**src/design/sfnf_pkg.sv**
```systemverilog
// Shared types, character codes and helpers for the short file name formatter.
// Used by the front, queue, back and top-level modules. No dependencies.
`default_nettype none

package sfnf_pkg;

    // Character codes
    localparam logic [7:0] CH_NUL    = 8'h00;
    localparam logic [7:0] CH_DOT    = 8'h2E;
    localparam logic [7:0] CH_UNDER  = 8'h5F;
    localparam logic [7:0] CH_HYPHEN = 8'h2D;
    localparam logic [7:0] CH_SPACE  = 8'h20;

    // Field geometry and limits
    localparam int NAME_BYTES  = 8;
    localparam int EXT_BYTES   = 3;
    localparam int NAME_BITS   = NAME_BYTES * 8;
    localparam int EXT_BITS    = EXT_BYTES * 8;
    localparam logic [3:0] STORE_DEPTH = 4'd12;
    localparam logic [3:0] LEN_MAX     = 4'd15;
    localparam logic [1:0] DOT_MAX     = 2'd3;

    localparam logic [NAME_BITS-1:0] BASE_BLANK = {NAME_BYTES{CH_SPACE}};
    localparam logic [EXT_BITS-1:0]  EXT_BLANK  = {EXT_BYTES{CH_SPACE}};

    // One finished name, as handed from front to back
    typedef struct packed {
        logic [NAME_BITS-1:0] base;
        logic [EXT_BITS-1:0]  ext;
        logic [3:0]           len;
        logic [3:0]           dot_pos;
        logic [1:0]           dot_cnt;
        logic                 bad;
    } t_name_rec;

    // Queue status seen by both sides
    typedef struct packed {
        logic full;
        logic empty;
    } t_q_stat;

    // A-Z, 0-9, underscore, hyphen
    function automatic logic is_name_char(input logic [7:0] c);
        return ((c >= 8'h41) && (c <= 8'h5A)) || ((c >= 8'h30) && (c <= 8'h39)) ||
               (c == CH_UNDER) || (c == CH_HYPHEN);
    endfunction

endpackage

`default_nettype wire

```
**src/design/sfnf_queue.sv**
```systemverilog
// Two-entry queue of finished name records between front and back.
// Depends on sfnf_pkg.
`default_nettype none

module sfnf_queue (
    input  wire logic               i_clk,
    input  wire logic               i_rst_n,
    input  wire logic               i_push,
    input  sfnf_pkg::t_name_rec     i_rec,
    input  wire logic               i_pop,
    output sfnf_pkg::t_name_rec     o_rec,
    output sfnf_pkg::t_q_stat       o_stat
);
    import sfnf_pkg::*;

    t_name_rec  r_mem [2];
    logic       r_wr, r_rd;
    logic [1:0] r_cnt;
    logic       w_push, w_pop;

    assign w_push = i_push && (r_cnt != 2'd2);
    assign w_pop  = i_pop && (r_cnt != 2'd0);

    assign o_rec        = r_mem[r_rd];
    assign o_stat.full  = (r_cnt == 2'd2);
    assign o_stat.empty = (r_cnt == 2'd0);

    // Pointers and fill count
    always_ff @(posedge i_clk) begin
        if (!i_rst_n) begin
            r_wr  <= 1'b0;
            r_rd  <= 1'b0;
            r_cnt <= 2'd0;
        end else begin
            if (w_push) r_wr <= ~r_wr;
            if (w_pop)  r_rd <= ~r_rd;
            unique case ({w_push, w_pop})
                2'b10:   r_cnt <= r_cnt + 2'd1;
                2'b01:   r_cnt <= r_cnt - 2'd1;
                default: r_cnt <= r_cnt;
            endcase
        end
    end

    // Entry storage
    always_ff @(posedge i_clk) begin
        if (w_push) r_mem[r_wr] <= i_rec;
    end

endmodule

`default_nettype wire

```
**src/design/sfnf_front.sv**
```systemverilog
// Front part: takes one character per cycle unless the queue is full; tracks
// length, dots and bad characters, fills base and ext slots. Uses sfnf_pkg.
`default_nettype none

module sfnf_front #(
    parameter int BASE_CHARS = 8,
    parameter int EXT_CHARS  = 3
) (
    input  wire logic               i_clk,
    input  wire logic               i_rst_n,
    input  wire logic               i_valid,
    input  wire logic [7:0]         i_character,
    input  sfnf_pkg::t_q_stat       i_q_stat,
    output logic                    o_stall,
    output logic                    o_push,
    output sfnf_pkg::t_name_rec     o_rec
);
    import sfnf_pkg::*;

    logic [NAME_BITS-1:0] r_base, n_base;
    logic [EXT_BITS-1:0]  r_ext, n_ext;
    logic [3:0]           r_len, n_len;
    logic [3:0]           r_dot_pos, n_dot_pos;
    logic [1:0]           r_dot_cnt, n_dot_cnt;
    logic                 r_bad, n_bad;
    logic                 w_accept;
    logic                 w_is_dot;
    logic [3:0]           w_ext_idx;

    assign o_stall   = i_q_stat.full;
    assign w_accept  = i_valid && !i_q_stat.full;
    assign w_is_dot  = (i_character == CH_DOT);
    // slot after the dot; only meaningful with exactly one dot seen
    assign w_ext_idx = r_len - r_dot_pos - 4'd1;

    assign o_rec.base    = r_base;
    assign o_rec.ext     = r_ext;
    assign o_rec.len     = r_len;
    assign o_rec.dot_pos = r_dot_pos;
    assign o_rec.dot_cnt = r_dot_cnt;
    assign o_rec.bad     = r_bad;

    // Next-state for the name being collected
    always_comb begin
        n_base    = r_base;
        n_ext     = r_ext;
        n_len     = r_len;
        n_dot_pos = r_dot_pos;
        n_dot_cnt = r_dot_cnt;
        n_bad     = r_bad;
        o_push    = 1'b0;
        if (w_accept) begin
            if (i_character == CH_NUL) begin
                // end of name: hand the record over and start fresh
                o_push    = 1'b1;
                n_base    = BASE_BLANK;
                n_ext     = EXT_BLANK;
                n_len     = 4'd0;
                n_dot_pos = 4'd0;
                n_dot_cnt = 2'd0;
                n_bad     = 1'b0;
            end else begin
                if (w_is_dot) begin
                    n_dot_pos = r_len;
                    if (r_dot_cnt != DOT_MAX) n_dot_cnt = r_dot_cnt + 2'd1;
                end else begin
                    if (!is_name_char(i_character)) n_bad = 1'b1;
                    // base slots before any dot
                    for (int k = 0; k < BASE_CHARS; k++) begin
                        if ((r_dot_cnt == 2'd0) && (r_len == 4'(k)))
                            n_base[NAME_BITS-1-8*k -: 8] = i_character;
                    end
                    // extension slots after the single dot
                    for (int k = 0; k < EXT_CHARS; k++) begin
                        if ((r_dot_cnt == 2'd1) && (w_ext_idx == 4'(k)))
                            n_ext[EXT_BITS-1-8*k -: 8] = i_character;
                    end
                end
                if (r_len != LEN_MAX) n_len = r_len + 4'd1;
            end
        end
    end

    always_ff @(posedge i_clk) begin
        if (!i_rst_n) begin
            r_base    <= BASE_BLANK;
            r_ext     <= EXT_BLANK;
            r_len     <= 4'd0;
            r_dot_pos <= 4'd0;
            r_dot_cnt <= 2'd0;
            r_bad     <= 1'b0;
        end else begin
            r_base    <= n_base;
            r_ext     <= n_ext;
            r_len     <= n_len;
            r_dot_pos <= n_dot_pos;
            r_dot_cnt <= n_dot_cnt;
            r_bad     <= n_bad;
        end
    end

endmodule

`default_nettype wire

```
**src/design/sfnf_back.sv**
```systemverilog
// Back part: checks a finished name against the 8.3 rules and holds the
// result in the output register until taken. Uses sfnf_pkg.
`default_nettype none

module sfnf_back #(
    parameter int BASE_CHARS = 8,
    parameter int EXT_CHARS  = 3
) (
    input  wire logic                           i_clk,
    input  wire logic                           i_rst_n,
    input  sfnf_pkg::t_name_rec                 i_rec,
    input  sfnf_pkg::t_q_stat                   i_q_stat,
    output logic                                o_pop,
    input  wire logic                           i_stall,
    output logic                                o_valid,
    output logic [sfnf_pkg::NAME_BITS-1:0]      o_base_name,
    output logic [sfnf_pkg::EXT_BITS-1:0]       o_extension,
    output logic                                o_accepted
);
    import sfnf_pkg::*;

    logic                 r_valid;
    logic [NAME_BITS-1:0] r_base;
    logic [EXT_BITS-1:0]  r_ext;
    logic                 r_ok;
    logic                 w_ok;
    logic [3:0]           w_blen, w_elen;

    // Rule check on the record at the queue head
    always_comb begin
        w_ok   = !i_rec.bad && (i_rec.len != 4'd0) && (i_rec.len <= STORE_DEPTH) &&
                 (i_rec.dot_cnt <= 2'd1);
        w_blen = i_rec.len;
        w_elen = 4'd0;
        if (w_ok && (i_rec.dot_cnt == 2'd1)) begin
            if ((i_rec.dot_pos == 4'd0) || (i_rec.dot_pos == i_rec.len - 4'd1)) begin
                w_ok = 1'b0;
            end else begin
                w_blen = i_rec.dot_pos;
                w_elen = i_rec.len - i_rec.dot_pos - 4'd1;
            end
        end
        if ((w_blen > 4'(BASE_CHARS)) || (w_elen > 4'(EXT_CHARS))) w_ok = 1'b0;
    end

    // Load the output register when it is free or being taken
    assign o_pop = !i_q_stat.empty && (!r_valid || !i_stall);

    always_ff @(posedge i_clk) begin
        if (!i_rst_n) begin
            r_valid <= 1'b0;
        end else if (o_pop) begin
            r_valid <= 1'b1;
        end else if (!i_stall) begin
            r_valid <= 1'b0;
        end
    end

    always_ff @(posedge i_clk) begin
        if (o_pop) begin
            r_ok   <= w_ok;
            r_base <= w_ok ? i_rec.base : BASE_BLANK;
            r_ext  <= w_ok ? i_rec.ext  : EXT_BLANK;
        end
    end

    assign o_valid     = r_valid;
    assign o_base_name = r_base;
    assign o_extension = r_ext;
    assign o_accepted  = r_ok;

endmodule

`default_nettype wire

```
**src/design/short_file_name_formatter.sv**
```systemverilog
// Top level of the 8.3 short file name formatter: front, record queue, back.
// Depends on sfnf_pkg, sfnf_front, sfnf_queue and sfnf_back.
//
//   channel | direction | handshake            | payload
//   --------+-----------+----------------------+------------------------------------
//   in      | input     | i_valid / o_stall    | i_character[7:0]
//   out     | output    | o_valid / i_stall    | o_base_name[63:0], o_extension[23:0],
//           |           |                      | o_accepted
//
// One character is taken every cycle unless o_stall is high; the front updates
// its counters and one name slot per character. A zero byte pushes the name into a
// two-entry queue; the back moves its result into the output register once free.
// o_stall rises only when the queue holds two names while output is stalled.
// Reset (synchronous, active low) empties the queue and output and starts a
// new name.
`default_nettype none

module short_file_name_formatter #(
    parameter int BASE_CHARS = 8,
    parameter int EXT_CHARS  = 3
) (
    input  wire logic                           i_clk,
    input  wire logic                           i_rst_n,
    input  wire logic                           i_valid,
    output logic                                o_stall,
    input  wire logic [7:0]                     i_character,
    output logic                                o_valid,
    input  wire logic                           i_stall,
    output logic [sfnf_pkg::NAME_BITS-1:0]      o_base_name,
    output logic [sfnf_pkg::EXT_BITS-1:0]       o_extension,
    output logic                                o_accepted
);
    import sfnf_pkg::*;

    logic      w_push, w_pop;
    t_name_rec w_front_rec, w_head_rec;
    t_q_stat   w_q_stat;

    sfnf_front #(
        .BASE_CHARS(BASE_CHARS),
        .EXT_CHARS (EXT_CHARS)
    ) u_front (
        .i_clk      (i_clk),
        .i_rst_n    (i_rst_n),
        .i_valid    (i_valid),
        .i_character(i_character),
        .i_q_stat   (w_q_stat),
        .o_stall    (o_stall),
        .o_push     (w_push),
        .o_rec      (w_front_rec)
    );

    sfnf_queue u_queue (
        .i_clk  (i_clk),
        .i_rst_n(i_rst_n),
        .i_push (w_push),
        .i_rec  (w_front_rec),
        .i_pop  (w_pop),
        .o_rec  (w_head_rec),
        .o_stat (w_q_stat)
    );

    sfnf_back #(
        .BASE_CHARS(BASE_CHARS),
        .EXT_CHARS (EXT_CHARS)
    ) u_back (
        .i_clk      (i_clk),
        .i_rst_n    (i_rst_n),
        .i_rec      (w_head_rec),
        .i_q_stat   (w_q_stat),
        .o_pop      (w_pop),
        .i_stall    (i_stall),
        .o_valid    (o_valid),
        .o_base_name(o_base_name),
        .o_extension(o_extension),
        .o_accepted (o_accepted)
    );

    // A rejected name shows all spaces
    a_reject_blank: assert property (@(posedge i_clk) disable iff (!i_rst_n)
        (o_valid && !o_accepted) |-> ((o_base_name == BASE_BLANK) &&
                                      (o_extension == EXT_BLANK)))
        else $error("rejected name carries characters");

    // An accepted name starts with a real character
    a_accept_first: assert property (@(posedge i_clk) disable iff (!i_rst_n)
        (o_valid && o_accepted) |-> (o_base_name[NAME_BITS-1 -: 8] != CH_SPACE))
        else $error("accepted name has blank first character");

    // Extension padding is contiguous
    a_ext_pad: assert property (@(posedge i_clk) disable iff (!i_rst_n)
        (o_valid && (o_extension[EXT_BITS-1 -: 8] == CH_SPACE)) |->
            (o_extension[EXT_BITS-9:0] == EXT_BLANK[EXT_BITS-9:0]))
        else $error("extension padding has a gap");

    // No result right after reset
    a_reset_idle: assert property (@(posedge i_clk)
        $past(!i_rst_n) |-> !o_valid)
        else $error("result valid right after reset");

endmodule

`default_nettype wire

```
**config.mk**
```make
export PLATFORM = sky130hd
export DESIGN_NAME = short_file_name_formatter
export DESIGN_NICKNAME = d
export VERILOG_FILES = /design/src/design/sfnf_pkg.sv /design/src/design/sfnf_queue.sv /design/src/design/sfnf_front.sv /design/src/design/sfnf_back.sv /design/src/design/short_file_name_formatter.sv
export SDC_FILE = /design/constraint.sdc
export NUM_CORES = 1
export LEC_CHECK = 0
export BUFFER_PORTS_ARGS = -buffer_cell sky130_fd_sc_hd__buf_2
export CELL_PAD_IN_SITES_DETAIL_PLACEMENT = 1
export CELL_PAD_IN_SITES_GLOBAL_PLACEMENT = 1
export CORE_ASPECT_RATIO = 1.5
export CORE_MARGIN = 5
export CORE_UTILIZATION = 40
export DETAILED_ROUTE_END_ITERATION = 16
export PLACE_DENSITY = 0.74
export SYNTH_ARGS = -nofsm -noshare
export SYNTH_HDL_FRONTEND = slang
export SYNTH_HIERARCHICAL = 1
export SYNTH_SLANG_ARGS = --single-unit
```
**constraint.sdc**
```tcl
create_clock -name i_clk -period 8.08 [get_ports i_clk]
set_input_delay 0.404 -clock i_clk [delete_from_list [all_inputs] [get_ports i_clk]]
set_output_delay 0.404 -clock i_clk [all_outputs]
set_load 0.05 [all_outputs]
```
==> results of run 1 <==
[registers in the layout, indices dropped and copies added (netlist names), named ones only]
name	flops
u_back/o_accepted	1
u_back/o_base_name	64
u_back/o_extension	24
u_back/o_valid	1
u_front/r_bad	1
u_front/r_base	64
u_front/r_dot_cnt	2
u_front/r_dot_pos	4
u_front/r_ext	24
u_front/r_len	4
u_queue/r_cnt	2
u_queue/r_mem	198
u_queue/r_rd	1
u_queue/r_wr	1
[final timing paths]
check / slack, ns / startpoint / to
worst max-delay path: 3.64 / flop / u_back/o_base_name[54]$_SDFFCE_PN0P_
worst min-delay path: 0.21 / i_stall / u_back/o_valid$_SDFFE_PN0P_
worst max register to register: 3.64 / flop / u_back/o_base_name[54]$_SDFFCE_PN0P_
worst min register to register: 0.45 / u_front/r_ext[1]$_SDFFE_PN0P_ / u_queue/r_mem[1][12]$_DFFE_PP_
[layout make-up]
cell class                 count  area (sq um)  area share (%)
sequential                   392         10700            61.3
inverter                      98           370            2.12
timing repair buffer         113           596            3.41
multi-input combinational    531          3990            22.8
clock buffer                  52          1080            6.20
tap                          495           619            3.54
clock inverter                10           109           0.622
[power by group through the flow]
stage | sequential (uW) | combinational, uW | clock, uW
final | 2150 | 75.3 | 1700
after CTS | 2150 | 76.5 | 1750
after global routing | 2150 | 81.8 | 1840
after global placement | 2190 | 72.7 | 0
after floorplan | 2190 | 48.1 | 0
after detailed placement | 2200 | 75.6 | 0
[per-layer routing]
layer	up-vias	share of wire (%)
li1	4176	-
met1	4464	38
met2	145	56
met3	53	3.1
met4	0	2.8
met5	-	0
[stage by stage]
stage               cell area, sq um  util (%)  cells  hold WS [ns]
global placement               16300      42.5   1629         0.430
finish                         17500      45.6   1691         0.207
CTS                            17500      45.6   1691         0.181
global route                   17500      45.6   1691         0.216
floorplan                      15500         -   1096         0.417
detailed placement             16300      42.5   1629         0.439
[cells in the mapped netlist (11+ instances only)]
library cell | number | share of area [%]
mux2i_1 | 28 | 1.8
or4_1 | 11 | 0.53
buf_2 | 22 | 0.71
nand3_1 | 67 | 2.2
dfxtp_1 | 105 | 14
clkbuf_1 | 33 | 0.80
nor2_1 | 15 | 0.36
a21oi_1 | 17 | 0.55
nand2_1 | 50 | 1.2
inv_1 | 97 | 2.4
buf_6 | 11 | 0.80
mux2_2 | 99 | 7.2
edfxtp_1 | 287 | 56
nor4_1 | 77 | 3.1
o21ai_0 | 58 | 1.9
ha_1 | 16 | 1.3
[cell families after synthesis]
| logic type | Yosys count | synth area share (%) |
|---|---|---|
| AOI/OAI and AO/OA | 110 | 4.73 |
| and+or+nand+nor | 264 | 9.53 |
| DFF | 392 | 69.4 |
| muxes | 127 | 9.03 |
| buffers and inverters | 173 | 5.08 |
| xor gates and xnor gates | 13 | 0.826 |
| adders and majority gates | 17 | 1.43 |
[worst reg2reg max path, delay by kind of cell (launching register included)]
| kind | cells | cell delay (ns) |
|---|---|---|
| buf+inv | 3 | 1.56 |
| compound gates | 3 | 0.78 |
| simple gates | 1 | 0.30 |
| fa+ha+maj | 1 | 0.26 |
| mux | 1 | 0.53 |
| flops | 1 | 0.72 |
==> flow_summary.json, run 1 <==
{
  "status": "finished clean",
  "yosys_register_bits": 392,
  "drive_gt1_share_pct": 24.4,
  "grt_pass1_wl_um": 53700,
  "ys_warn_count": 6,
  "clk_path_buf_depth": 3,
  "nNetsFinal": 1200,
  "grtUsageTotal_pct": 16.0,
  "cp.required_ns": 8.30,
  "p_leak_uw": 0.00627,
  "first_pass_iters": 4,
  "crit_path_max_incr_delay_ns": 0.77,
  "path_max_fanout": 83,
  "met3_usage_pct": 2.19,
  "synth_cells": 1096,
  "syn_area_per_cell_sq_um": 14.1,
  "fin_ws_ns": 3.64,
  "synth-async-reset-ratio_pct": 0,
  "p_switching_uw": 772,
  "initial_core_util_pct": 40.3,
  "maxSlewViolCount": 0,
  "pin_count": 103,
  "drc": 0,
  "wirelength_um": 34200,
  "power_density_nw_per_um2": 225,
  "grt_max_degree": 90,
  "overflow": 0,
  "hpwl_um": 21200,
  "pwr-share-clk_pct": 43.4,
  "syn_nets": 1125,
  "finalHoldViolCount": 0,
  "numCtsBuffers": 35,
  "rsz0062_at_grt": "no",
  "die_x_um": 170,
  "synth_area_sq_um": 15500,
  "pwr-share-seq_pct": 54.7,
  "antenna_found_initial": 0,
  "synth_edf_count": 287,
  "endpoint_kind": "flop",
  "synth.distinct_cells": 65,
  "cp.depth": 9,
  "port_buffers": 102,
  "globalplace.congestion": 0.779,
  "die_area_sq_um": 42700,
  "cts_tree": "built",
  "relSlewSlack_pct": 17.7,
  "fillers": 3906,
  "area_growth_pct": 13.2,
  "maxCapViolCount": 0,
  "root_buffer": "clkbuf_16",
  "rows": 88,
  "grt_pass1_vias": 9460,
  "max_freq_mhz": 225,
  "p_total_uw": 3930,
  "final_cell_mix": "edfxtp_1, dfxtp_1, buf_2, mux2_2, inv_1",
  "start_kind": "flop",
  "use_met1_pct": 17.8,
  "path_cells": "buf_4, mux2_2, inv_1, ha_1, a21oi_1, a21oi_1, a221oi_4, buf_4, nor4_1",
  "p_sw_share_pct": 19.6,
  "num_antenna_cells": 0,
  "hold_buffers": 0,
  "core_area_sq_um": 38300,
  "cts.sinks": 392,
  "use_met2_pct": 30.7,
  "chipHeight_um": 251,
  "crit_slowest_cell": "buf_4",
  "cts_resized": 0,
  "clk_pin_slew_ns": 0.07,
  "arrival_ns": 4.66,
  "final_common_cell": "edfxtp_1",
  "intPower_uw": 3160,
  "setup_viol": 0,
  "yosysSeqAreaShare_pct": 69.4,
  "viasPerCell": 5.23,
  "critical-path-top-delay-family": "buffers and inverters",
  "critical_path_class": "flop to flop",
  "clk-insertion-delay-late_ns": 0.52,
  "busiest_layer": "met2",
  "cp_num_buf_inv": 3,
  "wl_per_cell_um": 20.2,
  "ant_nets": 0,
  "pwr-share-comb_pct": 1.9,
  "worst_ir_drop_vdd_mv": 0.116,
  "worst_pin_slew_ns": 1.23,
  "setup-tns-final_ns": 0,
  "worstHoldPathCells": 3,
  "pre_cts_ws_ns": 3.63,
  "skew_ns": 0.0131,
  "finalCriticalPeriod_ns": 4.44,
  "htree_levels": 2,
  "cts_setup_buffers": 0,
  "num_vias": 8838,
  "synth_ff_type": "edfxtp_1",
  "drt_iter0_markers": 460,
  "rr_worst_depth": 9,
  "fin_crit_sh_pct": 55.0,
  "worstHoldPathType": "input port to flop"
}
Note: power is estimated with default switching activity, not from simulation.
==> inputs of run 2 (changes only) <==
PLACE_DENSITY = 0.77   (was 0.74)
clock period = 3.9 ns   (was 8.08 ns; I/O delays follow)
==> run 2 against run 1 <==
  * Combinational power increased by 110%
  * Clock-buffer cell count rose by 9
  * Power is 100% higher
  * First-iteration DRC count grew 2.6%
  * Critical path depth shrank 2
  * Via count grew 1.1%
  * Register-to-register slack got worse by 3.0 ns
  * Final cell count rose by 0.65%
  * Clock power grew 98%
==> flow_summary.json, run 2 (synthesized netlist as in run 1, its figures left out) <==
{
  "root_buffer": "clkbuf_16",
  "endpoint_kind": "flop",
  "pre_cts_ws_ns": 0.630,
  "rr_worst_depth": 7,
  "seq_area_sq_um": 10700,
  "pwr-share-seq_pct": 55.8,
  "crit_slowest_cell": "buf_4",
  "multiInputGateArea_sq_um": 3990,
  "cts.sinks": 392,
  "chipHeight_um": 251,
  "path_max_fanout": 58,
  "start_kind": "flop",
  "viasPerCell": 5.25,
  "initial_core_util_pct": 40.3,
  "fillers": 3861,
  "area_growth_pct": 13.4,
  "intPower_uw": 6430,
  "pin_count": 103,
  "clk_path_buf_depth": 3,
  "dpl_cell_area_sq_um": 16400,
  "nNetsFinal": 1210,
  "worstHoldStart": "i_rst_n",
  "grt_pass1_wl_um": 54100,
  "holdWs_ns": 0.140,
  "arrival_ns": 3.55,
  "maxCapViolCount": 0,
  "crit_path_max_incr_delay_ns": 0.64,
  "fin_ws_ns": 0.671,
  "worstHoldPathCells": 2,
  "htree_levels": 2,
  "rows": 88,
  "globalplace.congestion": 0.825,
  "path_cells": "buf_4, mux2_2, nand2_1, a311oi_1, nand3_4, buf_4, nor4_1",
  "finalCriticalPeriod_ns": 3.23,
  "rsz0062_at_grt": "no",
  "drc": 0,
  "rr_endpoint": "u_back/o_base_name[8]$_SDFFCE_PN0P_",
  "critical_path_class": "flop to flop",
  "p_leak_uw": 0.00627,
  "port_buffers": 102,
  "skew_ns": 0.0179,
  "numCtsBuffers": 34,
  "drive_gt1_share_pct": 24.1,
  "die_area_sq_um": 42700,
  "cts_tree": "built",
  "grt_max_degree": 61,
  "final_cell_area_sq_um": 17500,
  "cts_setup_buffers": 0,
  "final_cell_mix": "edfxtp_1, dfxtp_1, buf_2, mux2_2, inv_1",
  "pwr-share-comb_pct": 2.0,
  "first_pass_iters": 5,
  "cp.required_ns": 4.22,
  "clk_pin_slew_ns": 0.06,
  "ant_nets": 0,
  "antenna_found_initial": 0,
  "worst_pin_slew_ns": 1.20,
  "num_antenna_cells": 0,
  "p_switching_uw": 1550,
  "grt_pass1_vias": 9517,
  "max_flop_register": "u_queue/r_mem",
  "finalHoldViolCount": 0,
  "overflow": 0,
  "max_freq_mhz": 310,
  "final_common_cell": "edfxtp_1",
  "maxSlewViolCount": 0,
  "largest_reg_flops": 198,
  "hold_end": "u_front/r_base[5]$_SDFFE_PN1P_",
  "wl_per_cell_um": 20.4,
  "path_common_cell": "buf_4",
  "setup-tns-final_ns": 0,
  "clk-insertion-delay-late_ns": 0.53,
  "hpwl_um": 22000,
  "pwr-share-clk_pct": 42.2,
  "rrSetupSlack_ns": 0.67,
  "drt_iter0_markers": 472,
  "num_vias": 8937,
  "power_density_nw_per_um2": 456,
  "die_x_um": 170,
  "worst_ir_drop_vdd_mv": 0.278,
  "relSlewSlack_pct": 20.0,
  "core_area_sq_um": 38300,
  "setup_viol": 0,
  "fin_crit_sh_pct": 82.8,
  "wirelength_um": 34700,
  "p_sw_share_pct": 19.5,
  "status": "finished clean",
  "worstHoldPathType": "input port to flop",
  "grtUsageTotal_pct": 16.2
}
==> run 2: changes by cell type in the layout (fill, tap and decap cells not counted), sizes merged <==
cell / before / now
dlygate4sd3: 0 / 1
inv: 99 / 97
clkbuf: 52 / 61
clkinv: 6 / 0
bufinv: 2 / 1
buf: 113 / 123
==> run 2: routing by layer <==
layer	vias up	GRT usage (%)	part of all wire, %
met5	-	0	0
met4	0	6.12	3.2
met3	59	2.37	3.6
met2	167	30.7	56
met1	4503	18.0	37
li1	4208	-	-
==> run 2: worst max-delay path, delay by kind of cell, from the launching register on <==
kind,cells,cell delay [ns]
AOI/OAI and AO/OA,1,0.42
buffers and inverters,2,1.03
DFF,1,0.40
muxes,1,0.31
and+or+nand+nor,3,0.84
==> run 2: worst max path at each step <==
stage	endpoint	slack (ns)
2_1_floorplan	u_queue/r_cnt[1]$_SDFFE_PN0P_	0.71
3_3_place_gp	u_back/o_base_name[53]$_SDFFCE_PN1P_	0.78
3_5_place_dp	u_back/o_base_name[8]$_SDFFCE_PN0P_	0.63
4_1_cts	u_back/o_base_name[8]$_SDFFCE_PN0P_	0.62
5_1_grt	u_back/o_base_name[55]$_SDFFCE_PN0P_	0.46
6_report	u_back/o_base_name[8]$_SDFFCE_PN0P_	0.67
==> run 2: metrics by stage <==
step                total power (uW)  util, %  std cells
finish                          7980     45.7       1702
global route                    8250     45.7       1702
CTS                             8060     45.7       1701
detailed placement              4710     42.8       1638
global placement                4700     42.8       1638
floorplan                       4650        -       1096
==> run 2: what timing repair did <==
action	CTS	global route
hold buffers	1	0
hold endpoints to repair	1	0
resized for setup	0	0
==> run 2: layout make-up <==
class	count	area share, %
Inverter	98	2.12
Tap cell	495	3.53
Multi-Input combinational cell	531	22.7
Clock buffer	61	6.20
Sequential cell	392	61.2
Clock inverter	1	0.171
Timing Repair Buffer	124	4.03
==> run 2: power by group through the flow <==
stage          Sequential [uW]  Clock, uW  Combinational (uW)
3_5_place_dp              4550          0                 160
2_1_floorplan             4550          0                99.6
4_1_cts                   4460       3440                 162
5_1_grt                   4460       3620                 174
6_report                  4460       3370                 159
3_3_place_gp              4550          0                 155
==> inputs of run 3 (changes only) <==
ABC_AREA = 1   (was default)
PLACE_DENSITY = 0.75   (was 0.77)
clock period = 3 ns   (was 3.9 ns; I/O delays follow)
==> run 3 against run 2 <==
  * Combinational power is 65% higher
  * Critical path depth up 4
  * Setup slack lost 0.40 ns
  * First-iteration DRC count down 0.21%
  * Synthesized cell count is 9.0% higher
  * Non-clock buffer count up 6
  * Largest power group unchanged
==> flow_summary.json, run 3 <==
{
  "synth.area.top_cells": "edfxtp_1, dfxtp_1, mux2_2",
  "fillers": 4018,
  "grtUsageTotal_pct": 15.8,
  "final_common_cell": "edfxtp_1",
  "core_area_sq_um": 38300,
  "grt_pass1_vias": 9660,
  "synth_cells": 1195,
  "num_vias": 9040,
  "relSlewSlack_pct": 38.9,
  "dpl_cell_area_sq_um": 16500,
  "power_density_nw_per_um2": 600,
  "synth.distinct_cells": 42,
  "clk_pin_slew_ns": 0.07,
  "area_growth_pct": 15.3,
  "clk-insertion-delay-late_ns": 0.53,
  "worstHoldPathType": "input port to flop",
  "worst_ir_drop_vdd_mv": 0.297,
  "num_antenna_cells": 0,
  "synth_common_cells": "edfxtp_1, nor2_1, inv_1",
  "ys_warn_count": 6,
  "crit_slowest_cell": "mux2_2",
  "final_cell_area_sq_um": 17800,
  "worst_pin_slew_ns": 0.915,
  "skew_ns": 0.0130,
  "start_kind": "flop",
  "yosysTopAreaCellShare_pct": 56.0,
  "path_max_fanout": 29,
  "globalplace.congestion": 0.846,
  "finalCriticalPeriod_ns": 2.73,
  "arrival_ns": 2.99,
  "overflow": 0,
  "final_cell_mix": "edfxtp_1, nor2_1, inv_1, buf_2, dfxtp_1",
  "crit_path_max_incr_delay_ns": 0.44,
  "maxSlewViolCount": 0,
  "synth_edf_count": 287,
  "root_buffer": "clkbuf_16",
  "critical_path_class": "flop to flop",
  "drt_iter0_markers": 471,
  "endpoint_kind": "flop",
  "numCtsBuffers": 36,
  "wirelength_um": 33600,
  "p_total_uw": 10600,
  "synth_ff_type": "edfxtp_1",
  "rows": 88,
  "initial_core_util_pct": 40.2,
  "syn_area_per_cell_sq_um": 12.9,
  "grt_pass1_wl_um": 53100,
  "cts_tree": "built",
  "place_inst": 1765,
  "yosysMostFrequentCell": "edfxtp_1",
  "largest_reg_flops": 198,
  "antenna_found_initial": 0,
  "drc": 0,
  "max_freq_mhz": 367,
  "status": "finished clean",
  "path_common_cell": "nand2_1",
  "setup_viol": 0,
  "maxCapViolCount": 0,
  "clk_path_buf_depth": 3,
  "die_area_sq_um": 42600,
  "fin_crit_sh_pct": 90.9,
  "rrSetupSlack_ns": 0.27,
  "synth-async-reset-ratio_pct": 0,
  "wl_per_cell_um": 18.3,
  "synth_area_sq_um": 15400,
  "cts.sinks": 392,
  "crit_path_end": "u_back/o_base_name[36]$_SDFFCE_PN0P_",
  "die_x_um": 170,
  "ant_nets": 0,
  "finalNonFillerCells": 1838,
  "pin_count": 103,
  "rsz0062_at_grt": "no",
  "setup-tns-final_ns": 0,
  "htree_levels": 2,
  "port_buffers": 102,
  "rr_endpoint": "u_back/o_base_name[36]$_SDFFCE_PN0P_",
  "rr_worst_depth": 11,
  "path_cells": "buf_4, mux2_2, xnor2_1, nand2_1, nand2_1, nand2_1, nand3_1, nand2_2, nand2_4, buf_4, nor2_1",
  "nNetsFinal": 1345,
  "viasPerCell": 4.92,
  "grt_max_degree": 73,
  "cts_setup_buffers": 0,
  "chipHeight_um": 250,
  "yosys_register_bits": 392,
  "yosysSeqAreaShare_pct": 69.6,
  "syn_nets": 1224,
  "p_leak_uw": 0.00664,
  "cts_resized": 0,
  "cp.required_ns": 3.26,
  "finalHoldViolCount": 0,
  "first_pass_iters": 4,
  "drive_gt1_share_pct": 25.0,
  "max_flop_register": "u_queue/r_mem",
  "hpwl_um": 22500,
  "synth_area_leader_cell": "edfxtp_1"
}
run 3: how the worst min path moves through the flow:
stage,startpoint,to,slack [ns],cells after the start
floorplan,i_rst_n,u_queue/r_cnt[1]$_SDFFE_PN0P_,0.26,2
global placement,u_front/r_base[13]$_SDFFE_PN1P_,u_queue/r_mem[0][48]$_DFFE_PP_,0.43,0
global route,i_rst_n,u_front/r_base[29]$_SDFFE_PN1P_,0.13,2
finish,i_rst_n,u_front/r_ext[5]$_SDFFE_PN1P_,0.12,2
detailed placement,u_front/r_base[21]$_SDFFE_PN1P_,u_queue/r_mem[0][56]$_DFFE_PP_,0.43,0
CTS,i_rst_n,u_front/r_ext[5]$_SDFFE_PN1P_,0.1,2
run 3: power by group:
part,leakage (uW),switching (uW),internal (uW)
Clock,0.000581,1890,2660
Sequential,0.00353,32.2,5800
Combinational,0.00253,191,70.9
Total,0.00664,2110,8530
run 3: what timing repair did:
item / 4_1_cts / 5_1_grt
endpoints found under the setup margin: 0 / 0
hold buffers: 8 / 0
hold endpoints to repair: 12 / 0
run 3: final cells by class:
class	count	area [sq um]	share of cell area, %
clock buffers	53	1040	5.83
clock inverters	12	141	0.796
inverters	140	537	3.02
multi-input cells	616	3880	21.9
flip-flops and latches	392	10700	60.4
well taps	495	619	3.49
repair buffers	130	816	4.59
run 3: routing by layer:
layer  GRT usage (%)  wire, um  up-vias
met2            28.3     17500      159
met3            2.07      1050       83
met5               0         0        -
met1            18.7     13500     4443
li1                -         -     4355
met4            7.42      1540        0
run 3: through the flow:
step | utilization [%] | hold WS [ns] | worst slack (ns)
2_1_floorplan | - | 0.264 | 0.00962
3_3_place_gp | 43.1 | 0.430 | 0.349
3_5_place_dp | 43.1 | 0.434 | 0.254
4_1_cts | 46.3 | 0.0985 | 0.238
5_1_grt | 46.3 | 0.127 | 0.0692
6_report | 46.3 | 0.115 | 0.273
run 3: logic make-up after synthesis:
kind of cell               count (synthesis)  share of synthesized area, %
AOI/OAI and AO/OA                        130                          4.91
xor gates and xnor gates                   5                         0.284
adders and majority gates                 17                          1.43
buffers and inverters                    187                          5.50
DFF                                      392                          69.6
muxes                                     99                          7.48
and+or+nand+nor                          365                          10.8
run 3: critical path, delay by kind of cell (launching register included):
| family | cells | cell delay, ns |
|---|---|---|
| buffers and inverters | 2 | 0.79 |
| AND/OR/NAND/NOR | 7 | 0.55 |
| multiplexers | 1 | 0.44 |
| flip-flops | 1 | 0.40 |
| XOR/XNOR | 1 | 0.23 |
